==> src/sv/zrr_pkg.sv <==
`default_nettype none
package zrr_pkg;

  localparam int STORE_DEPTH_DEF = 64;
  localparam int SYM_W  = 8;
  localparam int CNT_W  = 7;   // holds counts up to the largest depth (64)
  localparam int RAIL_W = 7;
  localparam int POS_W  = 9;   // position plus a period of up to 252

  typedef struct packed {
    logic [CNT_W-1:0]  n;
    logic              ovf;
    logic [RAIL_W-1:0] rails;
  } desc_t;

  typedef struct packed {
    logic [SYM_W-1:0] sym;
    logic             eob;
    logic             ovf;
  } out_item_t;

  typedef enum logic {
    B_IDLE,
    B_EMIT
  } back_state_t;

endpackage
`default_nettype wire

==> src/sv/zrr_store.sv <==
`default_nettype none
module zrr_store #(
  parameter int STORE_DEPTH = zrr_pkg::STORE_DEPTH_DEF,
  parameter int AW = $clog2(STORE_DEPTH)
) (
  input  wire logic                    clk,
  input  wire logic                    wr_en,
  input  wire logic [AW-1:0]           wr_addr,
  input  wire logic [zrr_pkg::SYM_W-1:0] wr_data,
  input  wire logic                    rd_en,
  input  wire logic [AW-1:0]           rd_addr,
  output logic      [zrr_pkg::SYM_W-1:0] rd_data
);
  import zrr_pkg::*;

  logic [SYM_W-1:0] mem [STORE_DEPTH];

  always_ff @(posedge clk) begin
    if (wr_en) begin
      mem[wr_addr] <= wr_data;
    end
    if (rd_en) begin
      rd_data <= mem[rd_addr];
    end
  end

endmodule
`default_nettype wire

==> src/sv/zrr_desc_fifo.sv <==
`default_nettype none
module zrr_desc_fifo (
  input  wire logic           clk,
  input  wire logic           rst,
  input  wire logic           push,
  input  wire zrr_pkg::desc_t push_data,
  output logic                full,
  input  wire logic           pop,
  output zrr_pkg::desc_t      pop_data,
  output logic                empty
);
  import zrr_pkg::*;

  desc_t      slots [2];
  logic       wr_ptr;
  logic       rd_ptr;
  logic [1:0] count;

  assign full     = (count == 2'd2);
  assign empty    = (count == 2'd0);
  assign pop_data = slots[rd_ptr];

  always_ff @(posedge clk) begin
    if (push && !full) begin
      slots[wr_ptr] <= push_data;
    end
  end

  always_ff @(posedge clk) begin
    if (rst) begin
      wr_ptr <= 1'b0;
      rd_ptr <= 1'b0;
      count  <= 2'd0;
    end else begin
      if (push && !full) begin
        wr_ptr <= ~wr_ptr;
      end
      if (pop && !empty) begin
        rd_ptr <= ~rd_ptr;
      end
      count <= count + 2'(push && !full) - 2'(pop && !empty);
    end
  end

endmodule
`default_nettype wire

==> src/sv/zrr_front.sv <==
`default_nettype none
module zrr_front #(
  parameter int STORE_DEPTH = zrr_pkg::STORE_DEPTH_DEF,
  parameter int AW = $clog2(STORE_DEPTH)
) (
  input  wire logic                       clk,
  input  wire logic                       rst,
  input  wire logic                       cfg_wen,
  input  wire logic [zrr_pkg::RAIL_W-1:0] cfg_wdata,
  input  wire logic                       in_valid,
  output logic                            in_stall,
  input  wire logic [zrr_pkg::SYM_W-1:0]  symbol,
  input  wire logic                       final_symbol,
  output logic                            wr_en,
  output logic      [AW-1:0]              wr_addr,
  output logic      [zrr_pkg::SYM_W-1:0]  wr_data,
  output logic                            desc_push,
  output zrr_pkg::desc_t                  desc,
  input  wire logic                       desc_full,
  input  wire logic                       block_done
);
  import zrr_pkg::*;

  logic [RAIL_W-1:0] rail_count;
  logic [CNT_W-1:0]  fill_count;
  logic              overflow_seen;
  logic              busy;           // a block is out for emission
  logic              accept;
  logic              room;

  assign in_stall = busy || desc_full;
  assign accept   = in_valid && !in_stall;
  assign room     = (fill_count < CNT_W'(STORE_DEPTH));

  assign wr_en   = accept && room;
  assign wr_addr = fill_count[AW-1:0];
  assign wr_data = symbol;

  assign desc_push  = accept && final_symbol;
  assign desc.n     = room ? fill_count + 1'b1 : fill_count;
  assign desc.ovf   = overflow_seen || !room;
  assign desc.rails = (rail_count == '0) ? RAIL_W'(1) : rail_count;

  always_ff @(posedge clk) begin
    if (rst) begin
      rail_count    <= RAIL_W'(1);
      fill_count    <= '0;
      overflow_seen <= 1'b0;
      busy          <= 1'b0;
    end else begin
      if (cfg_wen) begin
        rail_count <= cfg_wdata;
      end
      if (desc_push) begin
        fill_count    <= '0;
        overflow_seen <= 1'b0;
        busy          <= 1'b1;
      end else begin
        if (accept && room) begin
          fill_count <= fill_count + 1'b1;
        end
        if (accept && !room) begin
          overflow_seen <= 1'b1;
        end
        if (block_done) begin
          busy <= 1'b0;
        end
      end
    end
  end

endmodule
`default_nettype wire

==> src/sv/zrr_back.sv <==
`default_nettype none
module zrr_back #(
  parameter int STORE_DEPTH = zrr_pkg::STORE_DEPTH_DEF,
  parameter int AW = $clog2(STORE_DEPTH)
) (
  input  wire logic                      clk,
  input  wire logic                      rst,
  input  wire logic                      desc_empty,
  input  wire zrr_pkg::desc_t            desc,
  output logic                           desc_pop,
  output logic                           rd_en,
  output logic     [AW-1:0]              rd_addr,
  input  wire logic [zrr_pkg::SYM_W-1:0] rd_data,
  output logic                           block_done,
  output logic                           out_valid,
  input  wire logic                      out_stall,
  output logic     [zrr_pkg::SYM_W-1:0]  out_symbol,
  output logic                           end_of_block,
  output logic                           overflowed
);
  import zrr_pkg::*;

  back_state_t       state, state_next;
  desc_t             cur, cur_next;
  logic [RAIL_W-1:0] row, row_next;
  logic [POS_W-1:0]  pos, pos_next;
  logic              phase, phase_next;   // 1: partner slot of a middle rail
  logic [CNT_W-1:0]  emit_cnt, emit_cnt_next;

  logic [POS_W-1:0]  period, step, partner, cand;
  logic              hit, middle, last, issue, room, pop_out;
  logic [1:0]        occ;

  // read pipeline and output buffer
  logic              inflight;
  logic              rd_eob, rd_ovf;
  out_item_t         obuf [2];
  logic              ob_wr, ob_rd;
  logic [1:0]        ob_cnt;
  out_item_t         head;

  assign period  = POS_W'({cur.rails - 1'b1, 1'b0});
  assign step    = (cur.rails == RAIL_W'(1)) ? POS_W'(1) : period;
  assign partner = pos + period - POS_W'({row, 1'b0});
  assign cand    = phase ? partner : pos;
  assign hit     = (cand < POS_W'(cur.n));
  assign middle  = (row != '0) && (row != cur.rails - 1'b1);
  assign last    = (emit_cnt == cur.n - 1'b1);

  assign pop_out = out_valid && !out_stall;
  assign occ     = ob_cnt + 2'(inflight);
  assign room    = (occ < 2'd2) || pop_out;

  always_comb begin
    state_next    = state;
    cur_next      = cur;
    row_next      = row;
    pos_next      = pos;
    phase_next    = phase;
    emit_cnt_next = emit_cnt;
    desc_pop      = 1'b0;
    issue         = 1'b0;
    block_done    = 1'b0;
    unique case (state)
      B_IDLE: begin
        if (!desc_empty) begin
          desc_pop      = 1'b1;
          cur_next      = desc;
          row_next      = '0;
          pos_next      = '0;
          phase_next    = 1'b0;
          emit_cnt_next = '0;
          state_next    = B_EMIT;
        end
      end
      B_EMIT: begin
        if (!hit || room) begin
          if (hit) begin
            issue         = 1'b1;
            emit_cnt_next = emit_cnt + 1'b1;
            if (last) begin
              block_done = 1'b1;
              state_next = B_IDLE;
            end
          end
          priority if (phase) begin
            phase_next = 1'b0;
            pos_next   = pos + step;
          end else if (hit) begin
            if (middle) begin
              phase_next = 1'b1;
            end else begin
              pos_next = pos + step;
            end
          end else begin
            // rail exhausted, start the next one
            row_next = row + 1'b1;
            pos_next = POS_W'(row) + 1'b1;
          end
        end
      end
      default: state_next = B_IDLE;
    endcase
  end

  assign rd_en   = issue;
  assign rd_addr = cand[AW-1:0];

  always_ff @(posedge clk) begin
    if (rst) begin
      state    <= B_IDLE;
      inflight <= 1'b0;
      ob_wr    <= 1'b0;
      ob_rd    <= 1'b0;
      ob_cnt   <= 2'd0;
    end else begin
      state    <= state_next;
      inflight <= issue;
      if (inflight) begin
        ob_wr <= ~ob_wr;
      end
      if (pop_out) begin
        ob_rd <= ~ob_rd;
      end
      ob_cnt <= ob_cnt + 2'(inflight) - 2'(pop_out);
    end
  end

  always_ff @(posedge clk) begin
    cur      <= cur_next;
    row      <= row_next;
    pos      <= pos_next;
    phase    <= phase_next;
    emit_cnt <= emit_cnt_next;
    rd_eob   <= last;
    rd_ovf   <= cur.ovf;
    if (inflight) begin
      obuf[ob_wr] <= '{sym: rd_data, eob: rd_eob, ovf: rd_ovf};
    end
  end

  assign head         = obuf[ob_rd];
  assign out_valid    = (ob_cnt != 2'd0);
  assign out_symbol   = head.sym;
  assign end_of_block = head.eob;
  assign overflowed   = head.ovf;

endmodule
`default_nettype wire

==> src/sv/zigzag_rail_reorder.sv <==
// Output path: once the final symbol is accepted, the first output byte passes the
//   descriptor pop, sequencer start, registered store read and output buffer.
// Throughput: loading takes 1 symbol per cycle while in_stall is low; emission gives
//   up to 1 byte per cycle while out_stall is low, pausing at each rail end and each
//   missing partner, all through the single read port of the symbol store.
// Reset: synchronous; clears fill count, overflow flag and queues, sets rails to 1.
`default_nettype none
module zigzag_rail_reorder #(
  parameter int STORE_DEPTH = zrr_pkg::STORE_DEPTH_DEF
) (
  input  wire logic                       clk,
  input  wire logic                       rst,
  input  wire logic                       cfg_wen,
  input  wire logic [zrr_pkg::RAIL_W-1:0] cfg_wdata,
  input  wire logic                       in_valid,
  output logic                            in_stall,
  input  wire logic [zrr_pkg::SYM_W-1:0]  symbol,
  input  wire logic                       final_symbol,
  output logic                            out_valid,
  input  wire logic                       out_stall,
  output logic      [zrr_pkg::SYM_W-1:0]  out_symbol,
  output logic                            end_of_block,
  output logic                            overflowed
);
  import zrr_pkg::*;

  localparam int AW = $clog2(STORE_DEPTH);

  logic             wr_en, rd_en;
  logic [AW-1:0]    wr_addr, rd_addr;
  logic [SYM_W-1:0] wr_data, rd_data;
  logic             desc_push, desc_pop, desc_full, desc_empty, block_done;
  desc_t            desc_in, desc_out;

  zrr_front #(.STORE_DEPTH(STORE_DEPTH), .AW(AW)) u_front (
    .clk          (clk),
    .rst          (rst),
    .cfg_wen      (cfg_wen),
    .cfg_wdata    (cfg_wdata),
    .in_valid     (in_valid),
    .in_stall     (in_stall),
    .symbol       (symbol),
    .final_symbol (final_symbol),
    .wr_en        (wr_en),
    .wr_addr      (wr_addr),
    .wr_data      (wr_data),
    .desc_push    (desc_push),
    .desc         (desc_in),
    .desc_full    (desc_full),
    .block_done   (block_done)
  );

  zrr_desc_fifo u_fifo (
    .clk       (clk),
    .rst       (rst),
    .push      (desc_push),
    .push_data (desc_in),
    .full      (desc_full),
    .pop       (desc_pop),
    .pop_data  (desc_out),
    .empty     (desc_empty)
  );

  zrr_store #(.STORE_DEPTH(STORE_DEPTH), .AW(AW)) u_store (
    .clk     (clk),
    .wr_en   (wr_en),
    .wr_addr (wr_addr),
    .wr_data (wr_data),
    .rd_en   (rd_en),
    .rd_addr (rd_addr),
    .rd_data (rd_data)
  );

  zrr_back #(.STORE_DEPTH(STORE_DEPTH), .AW(AW)) u_back (
    .clk          (clk),
    .rst          (rst),
    .desc_empty   (desc_empty),
    .desc         (desc_out),
    .desc_pop     (desc_pop),
    .rd_en        (rd_en),
    .rd_addr      (rd_addr),
    .rd_data      (rd_data),
    .block_done   (block_done),
    .out_valid    (out_valid),
    .out_stall    (out_stall),
    .out_symbol   (out_symbol),
    .end_of_block (end_of_block),
    .overflowed   (overflowed)
  );

endmodule
`default_nettype wire

==> config.mk <==
export PLATFORM = sky130hd
export DESIGN_NAME = zigzag_rail_reorder
export DESIGN_NICKNAME = d
export VERILOG_FILES = /design/src/sv/zrr_pkg.sv /design/src/sv/zrr_store.sv /design/src/sv/zrr_desc_fifo.sv /design/src/sv/zrr_front.sv /design/src/sv/zrr_back.sv /design/src/sv/zigzag_rail_reorder.sv
export SDC_FILE = /design/constraint.sdc
export NUM_CORES = 1
export LEC_CHECK = 0
export BUFFER_PORTS_ARGS = -buffer_cell sky130_fd_sc_hd__buf_4
export CAP_MARGIN = 40
export CORE_MARGIN = 2
export CORE_UTILIZATION = 35
export CTS_BUF_LIST = sky130_fd_sc_hd__clkbuf_2
export CTS_CLUSTER_DIAMETER = 30
export CTS_CLUSTER_SIZE = 16
export DETAILED_ROUTE_END_ITERATION = 8
export PLACE_DENSITY_LB_ADDON = 0.2
export SLEW_MARGIN = 20
export SYNTH_ARGS = -nofsm -noshare
export SYNTH_HDL_FRONTEND = slang
export SYNTH_SLANG_ARGS = --single-unit
==> constraint.sdc <==
create_clock -name clk -period 4.9 [get_ports clk]
set_input_delay 0.245 -clock clk [delete_from_list [all_inputs] [get_ports clk]]
set_output_delay 0.245 -clock clk [all_outputs]
set_load 0.01 [all_outputs]
# --- Yosys cells after proc, flatten, opt, wreduce, memory -nomap -nowiden ---
# Memories as Yosys holds them, arrays and structs flattened. A register that Yosys moved wholly into a read port is not among the register bits.
# Cells that the tools add are included.
word_totals:
  reg_bits: 52
  mem_bits_rw: 562
  input_bits: 21
  n_memories: 3
op_classes:
  n_addsub: 13
  n_lt_le_gt_ge: 3
  n_eq_ne: 10
  muxes: 47
  n_bitwise: 6
  reduce_logical: 29
mem_list:
  columns: ["name", "words", "width", "rd", "rd_clocked_by_memory_dff", "write_ports", "line_no", "rtl"]
  rows:
  - ["u_store.mem", 64, 8, 1, 1, 1, "zrr_store.sv:16", "logic [SYM_W-1:0] mem [STORE_DEPTH];"]
  - ["u_fifo.slots", 2, 15, 1, 1, 1, "zrr_desc_fifo.sv:14", "desc_t slots [2];"]
  - ["u_back.obuf", 2, 10, 1, 1, 1, "zrr_back.sv:37", "out_item_t obuf [2];"]
ops:
  columns: ["operator", "count"]
  rows:
  - ["$mux W7", 8]
  - ["$mux W9", 6]
  - ["$pmux W7 S2", 2]
  - ["$mux W1", 27]
  - ["$add A7 B1 Y7 const B", 3]
  - ["$pmux W9 S2", 1]
  - ["$sub A7 B1 Y7 const B", 2]
  - ["$ne A2 B2 Y1 const B", 5]
  - ["$add A9 B8 Y9", 1]
  - ["$add A9 B9 Y9", 1]
  - ["$lt A9 B7 Y1", 1]
  - ["$sub A9 B8 Y9", 1]
  - ["$add A7 B1 Y8 const B", 1]
  - ["$logic_and A1 B1 Y1", 8]
  - ["$mux W8", 1]
  - ["$eq A7 B1 Y1 const B", 1]
  - ["$eq A7 B7 Y1", 1]
  - ["$logic_not A7 Y1", 1]
  - ["$lt A7 B7 Y1 const B", 1]
  - ["$ne A7 B7 Y1", 1]
  - ["$reduce_bool A7 Y1", 1]
  - ["$logic_not A1 Y1", 6]
  - ["$not A1 Y1", 6]
  - ["$reduce_and A3 Y1", 2]
  - ["other kinds (12)", 20]

# --- Logic depth before layout (Yosys ltp) ---
logic_depth:
  depth_word: 11
  mapped_depth: 21
  ltp_nobuf: 19

# --- By module ---
# A second synthesis with hierarchy kept.
unflattened:
  hier_cells: 1502
  hier_area_um2: 26694.4
modules_own_cells:
  columns: ["module", "n_inst", "cells_per_inst", "area_each_um2", "seq_area_each_um2"]
  rows:
  - ["zrr_store", 1, 940, 20246.9, 15615.0]
  - ["zrr_back", 1, 380, 4230.3, 1951.9]
  - ["zrr_desc_fifo", 1, 74, 1317.5, 1001.0]
  - ["zrr_front", 1, 108, 899.6, 320.3]

# --- Worst setup path after synthesis ---
# OpenSTA, ideal clock, no wires.
synth_path:
  path_kind: "register to register"
  start: "register u_back.cur[0] (netlist bit)"
  end: "register u_back.row[0], enable pin"
  t_arrival_ns: 4.142
  required_time_ns: 4.526
  setup_slack_ns: 0.384
  stages_incl_launch_ff: 18
  n_path_buf: 4
  synth_period_minus_slack_ns: 4.516
  path_cell_list: "edfxtp_1 inv_1 ha_1 inv_1 fa_1 fa_1 xor2_2 o21ai_2 inv_4 clkbuf_8 buf_4 ha_1 o2111a_1 a21oi_1 a21o_1 buf_2 buf_2 mux2i_1"
synth_between:
  elab_chain_len: 9
  word_cells_on_any_way: 10
synth_rtl:
  columns: ["item", "line_no", "rtl"]
  rows:
  - ["start, declared", "zrr_back.sv:24", "desc_t cur, cur_next;"]
  - ["start signal, assigned", "zrr_back.sv:130", "cur <= cur_next;"]
  - ["$sub A7 B1 Y7 *", "zrr_back.sv:42", "assign period = POS_W'({cur.rails - 1'b1, 1'b0});"]
  - ["$add A9 B8 Y9 *", "zrr_back.sv:44", "assign partner = pos + period - POS_W'({row, 1'b0});"]
  - ["$sub A9 B8 Y9 *", "zrr_back.sv:44", null]
  - ["$mux W9 *", "zrr_back.sv:45", "assign cand = phase ? partner : pos;"]
  - ["$lt A9 B7 Y1 *", "zrr_back.sv:46", "assign hit = (cand < POS_W'(cur.n));"]
  - ["$logic_not A1 Y1", "zrr_back.sv:77", "if (!hit || room) begin"]
  - ["$logic_or A1 B1 Y1", "zrr_back.sv:77", null]
  - ["$ne A2 B2 Y1 (no line)", null, null]
  - ["$reduce_and A4 Y1 (no line) *", null, null]
  - ["end signal, assigned", "zrr_back.sv:131", "row <= row_next;"]
  - ["end, declared", "zrr_back.sv:25", "logic [RAIL_W-1:0] row, row_next;"]
# Mark *: on every way between the ends. The rest lies on a longest branch, timed or not.
# A chain may end at the register's enable or synchronous reset.

# --- Final worst setup path ---
layout_path:
  start: "register u_back.cur[0] (netlist bit)"
  end: "register u_back.emit_cnt[2], enable pin"
layout_between:
  elab_chain_len: 9
  word_cells_on_any_way: 10
layout_rtl:
  columns: ["item", "line_no", "rtl"]
  rows:
  - ["$sub A7 B1 Y7 *", "zrr_back.sv:42", null]
  - ["$add A9 B8 Y9 *", "zrr_back.sv:44", null]
  - ["$sub A9 B8 Y9 *", "zrr_back.sv:44", null]
  - ["$mux W9 *", "zrr_back.sv:45", null]
  - ["$lt A9 B7 Y1 *", "zrr_back.sv:46", null]
  - ["$logic_not A1 Y1", "zrr_back.sv:77", null]
  - ["$logic_or A1 B1 Y1", "zrr_back.sv:77", null]
  - ["$ne A2 B2 Y1 (no line)", null, null]
  - ["$reduce_and A3 Y1 (no line) *", null, null]
  - ["end signal, assigned", "zrr_back.sv:134", "emit_cnt <= emit_cnt_next;"]
  - ["end, declared", "zrr_back.sv:28", "logic [CNT_W-1:0] emit_cnt, emit_cnt_next;"]
# Marked as above.

==> key figures <==
Route
  – Via Count: 15,300
  – First-pass DRT Iterations: 5
  – DRT iter0 DRCs: 1,111
  – Drt drc: 0
  – Vias per inst: 5.17
  – Wire per inst: 22.8 um
  – Routed Wire Length: 67.4 mm
  – Final ANT Viol Nets: 0

Timing
  – Final Hold Viols: 0
  – Setup TNS: 0 ns
  – Clock skew: 0.107 ns
  – Relative slew slack: 0.419
  – Tcrit/Tclk final: 0.934
  – Final min period: 4.58 ns
  – Fin. max-slew vios: 0
  – Peak Freq: 219 MHz
  – RSZ-0062 raised after global routing: false
  – Setup Viol. Count Final: 0
  – Worst slew pin tran: 0.869 ns

Setup path
  – Critical Path Source Type: flip-flop
  – WP data required: 5.86 ns
  – R2R depth: 17
  – CP Max Fanout: 7
  – Worst EP arrival: 5.53 ns
  – Crit path capture type: flip-flop
  – CP Class: flip-flop to flip-flop

Synth
  – Register area share after synthesis: 0.705
  – Mapped Nets: 1,714
  – Netlist cell types: 79
  – Mapped Area: 0.0268 mm^2
  – Asr flop ratio synth: 0
  – Syn avg cell area: 16.3 um^2
  – Number of flops mapped to enable cells by yosys: 609
  – Yosys Warn Count: 0
  – Synthesis-stage register bit count: 638
  – Primary FF master, synth: edfxtp_1
  – Synthesized instance count: 1,645

Cells and area
  – Share of cells above drive strength 1: 0.246
  – Design area: 0.0309 mm^2
  – Multi-input gate area: 0.00729 mm^2
  – Area grow syn2layout: 15.4%
  – Register area: 0.0189 mm^2
  – Fillers: 6,989
  – Most common cell after layout, fill and taps aside: edfxtp_1
  – Nets: 1,925
  – Commonest non-fill, non-tap cells in the layout: edfxtp_1 (609), clkbuf_2 (161), nand2_1 (137), nor2_1 (118), mux4_2 (88)

Status
  – Status: finished clean

CTS
  – Clk Latency, worst-skew pair: 1.33 ns
  – H-tree Lvls: 4
  – CTS Sinks: 638
  – Clk buf depth: 3
  – Num CTS Buffers: 136
  – Clock slew at reported path FFs: 0.15 ns
  – Post-CTS setup buffer count: 0
  – TritonCTS clock tree: done
  – Clock Tree Root: clkbuf_2

Floorplan
  – Die area: 0.0787 mm^2
  – Cell Rows: 101
  – Die W: 281 um
  – Top-Level Pins: 33
  – Core box area: 0.0758 mm^2
  – Initial core utilization: 0.353
  – Die height: 281 um

Power and ir drop
  – Internal: 12.9 mW
  – Power per Cell Area: 718 mW/mm^2
  – Net Sw Frac: 0.419
  – Combinational power share: 0.496
  – Reg power frac: 0.308
  – P_sw: 9.28 mW
  – Static Leak: 10.4 nW
  – Clock Power Share: 0.197
  – VDD IR max: 699 uV

Hold path
  – Worst Hold Class: input port to flip-flop
  – Min-Delay Path Depth: 5

Place
  – Port buffer count: 32
  – Post-DP Area: 0.0282 mm^2
  – GP Congestion: 0.852
  – DP HPWL: 40.7 mm

Job
  – Max-cap violations: 0

Global routing
  – GR Overflow Total: 0
  – Initial antenna violation count: 4
  – Number of global-route vias before repair: 15,600
  – Largest net degree at the start of global routing: 82
  – First-pass GRT wire length: 99.5 mm
  – Total global-route track usage: 0.174
==> sequential cells by signal, indices dropped and copies added, names as in the netlist, 2 cells and up, named ones only <==
signal,flops
u_back.cur,15
u_back.emit_cnt,7
u_back.ob_cnt,2
u_back.obuf,20
u_back.pos,9
u_back.row,7
u_fifo.count,2
u_fifo.slots,30
u_front.fill_count,7
u_front.rail_count,7
u_store.mem,512
u_store.rd_data,8
==> Yosys cell counts, types with 3 or more instances <==
cell      instances  share of area
edfxtp_1        609           0.68
nand2_1         137          0.019
nor2_1          118          0.017
mux4_2           88          0.074
nand3_1          55          0.010
a21oi_1          45         0.0084
ha_1             39          0.018
clkbuf_1         38         0.0053
inv_1            38         0.0053
mux2i_1          36          0.013
o21ai_0          36         0.0067
mux2_2           35          0.015
xnor2_1          34          0.011
dfxtp_1          29          0.022
nor2b_1          23         0.0054
nor3_1           20         0.0037
xor2_1           20         0.0065
a221oi_1         19         0.0062
a32oi_1          15         0.0049
buf_2            14         0.0026
buf_4            14         0.0039
nand4_1          13         0.0030
a31oi_1          12         0.0028
and2_1           11         0.0026
nor4_1           10         0.0023
fa_1              9         0.0067
a21o_1            7         0.0020
a222oi_1          7         0.0026
a32o_1            7         0.0026
buf_1             7        0.00098
buf_6             7         0.0029
o31a_1            7         0.0023
and3_1            6         0.0014
nand2b_1          6         0.0014
or2_2             6         0.0014
o31ai_1           5         0.0014
a22oi_1           4         0.0011
or3_1             4        0.00093
a211oi_1          3        0.00084
clkbuf_8          3         0.0015
o32ai_1           3        0.00098
==> worst paths after layout <==
| path | from | to | slack, ns |
|---|---|---|---|
| hold / removal | out_stall | u_back.phase | 0.14 |
| hold reg to reg | u_store.rd_data[1] | u_back.obuf[1][3] | 0.41 |
| setup reg to reg | u_back.cur[0] | u_back.emit_cnt[2] | 0.32 |
| setup / recovery | u_back.cur[0] | u_back.emit_cnt[2] | 0.32 |
==> what timing repair did <==
item,4_1_cts,5_1_grt
hold buffers,63,0
endpoints found under the hold margin,579,0
resized for setup,0,5
setup endpoints to repair,0,23
==> final cells by class <==
type | instances | share of cell area
Inverter | 42 | 0.00563
Antenna cell | 7 | 0.000567
Tap cell | 978 | 0.0396
Multi-Input combinational cell | 880 | 0.236
Clock inverter | 91 | 0.0332
Clock buffer | 161 | 0.0261
Sequential cell | 638 | 0.611
Timing Repair Buffer | 158 | 0.0483
==> layer usage <==
metal,wire length (um),share of wire,vias to the layer above,track usage
met4,1450,0.021,0,0.0609
met2,32900,0.49,419,0.285
met1,29700,0.44,7841,0.230
met5,0,0,-,0
li1,-,-,6934,-
met3,3390,0.050,98,0.0352
==> power groups by stage <==
| stage | clock [mW] | combinational (mW) | sequential (mW) |
|---|---|---|---|
| finish | 4.37 | 11.0 | 6.82 |
| global route | 4.76 | 11.8 | 6.87 |
| CTS | 4.50 | 10.8 | 6.85 |
| detailed placement | 0 | 10.7 | 6.97 |
| global placement | 0 | 10.6 | 6.98 |
| floorplan | 0 | 7.10 | 6.79 |
==> logic make-up (layout without fill, tap and decap cells) <==
group                      count (synthesis)  after routing  synth area share
xor gates and xnor gates                  56             56            0.0192
adders and majority gates                 48             48            0.0250
other                                      0              7                 0
AOI/OAI and AO/OA                        194            194            0.0511
buffers and inverters                    127            452            0.0246
DFF                                      638            638             0.705
and+or+nand+nor                          423            423            0.0730
muxes                                    159            159             0.102
==> critical path, stage by stage, from the launching register on <==
cell and delay, ns:
edfxtp_1 0.41, inv_1 0.08, ha_1 0.24, xnor2_1 0.24, inv_1 0.11, fa_1 0.46, ha_1 0.40, a21o_1 0.22
a21oi_2 0.18, xnor2_1 0.11, mux2_2 0.27, ha_1 0.29, o2111a_1 0.26, a21oi_2 0.21, nand2_1 0.11, or3_4 0.40
o21ai_0 0.10, buf_4 0.19
==> stage by stage <==
stage | utilization | power, mW | hold WS (ns) | std cells | worst slack (ns)
after floorplan | - | 13.9 | 0.323 | 1645 | 0.384
after global placement | 0.371 | 17.6 | 0.418 | 2608 | 0.168
after detailed placement | 0.372 | 17.7 | 0.428 | 2620 | 0.145
after CTS | 0.405 | 22.2 | 0.0189 | 2935 | 0.0999
after global routing | 0.407 | 23.4 | 0.0425 | 2955 | 0.0564
final | 0.407 | 22.2 | 0.144 | 2955 | 0.324
Note: power is estimated with default switching activity, not from simulation.
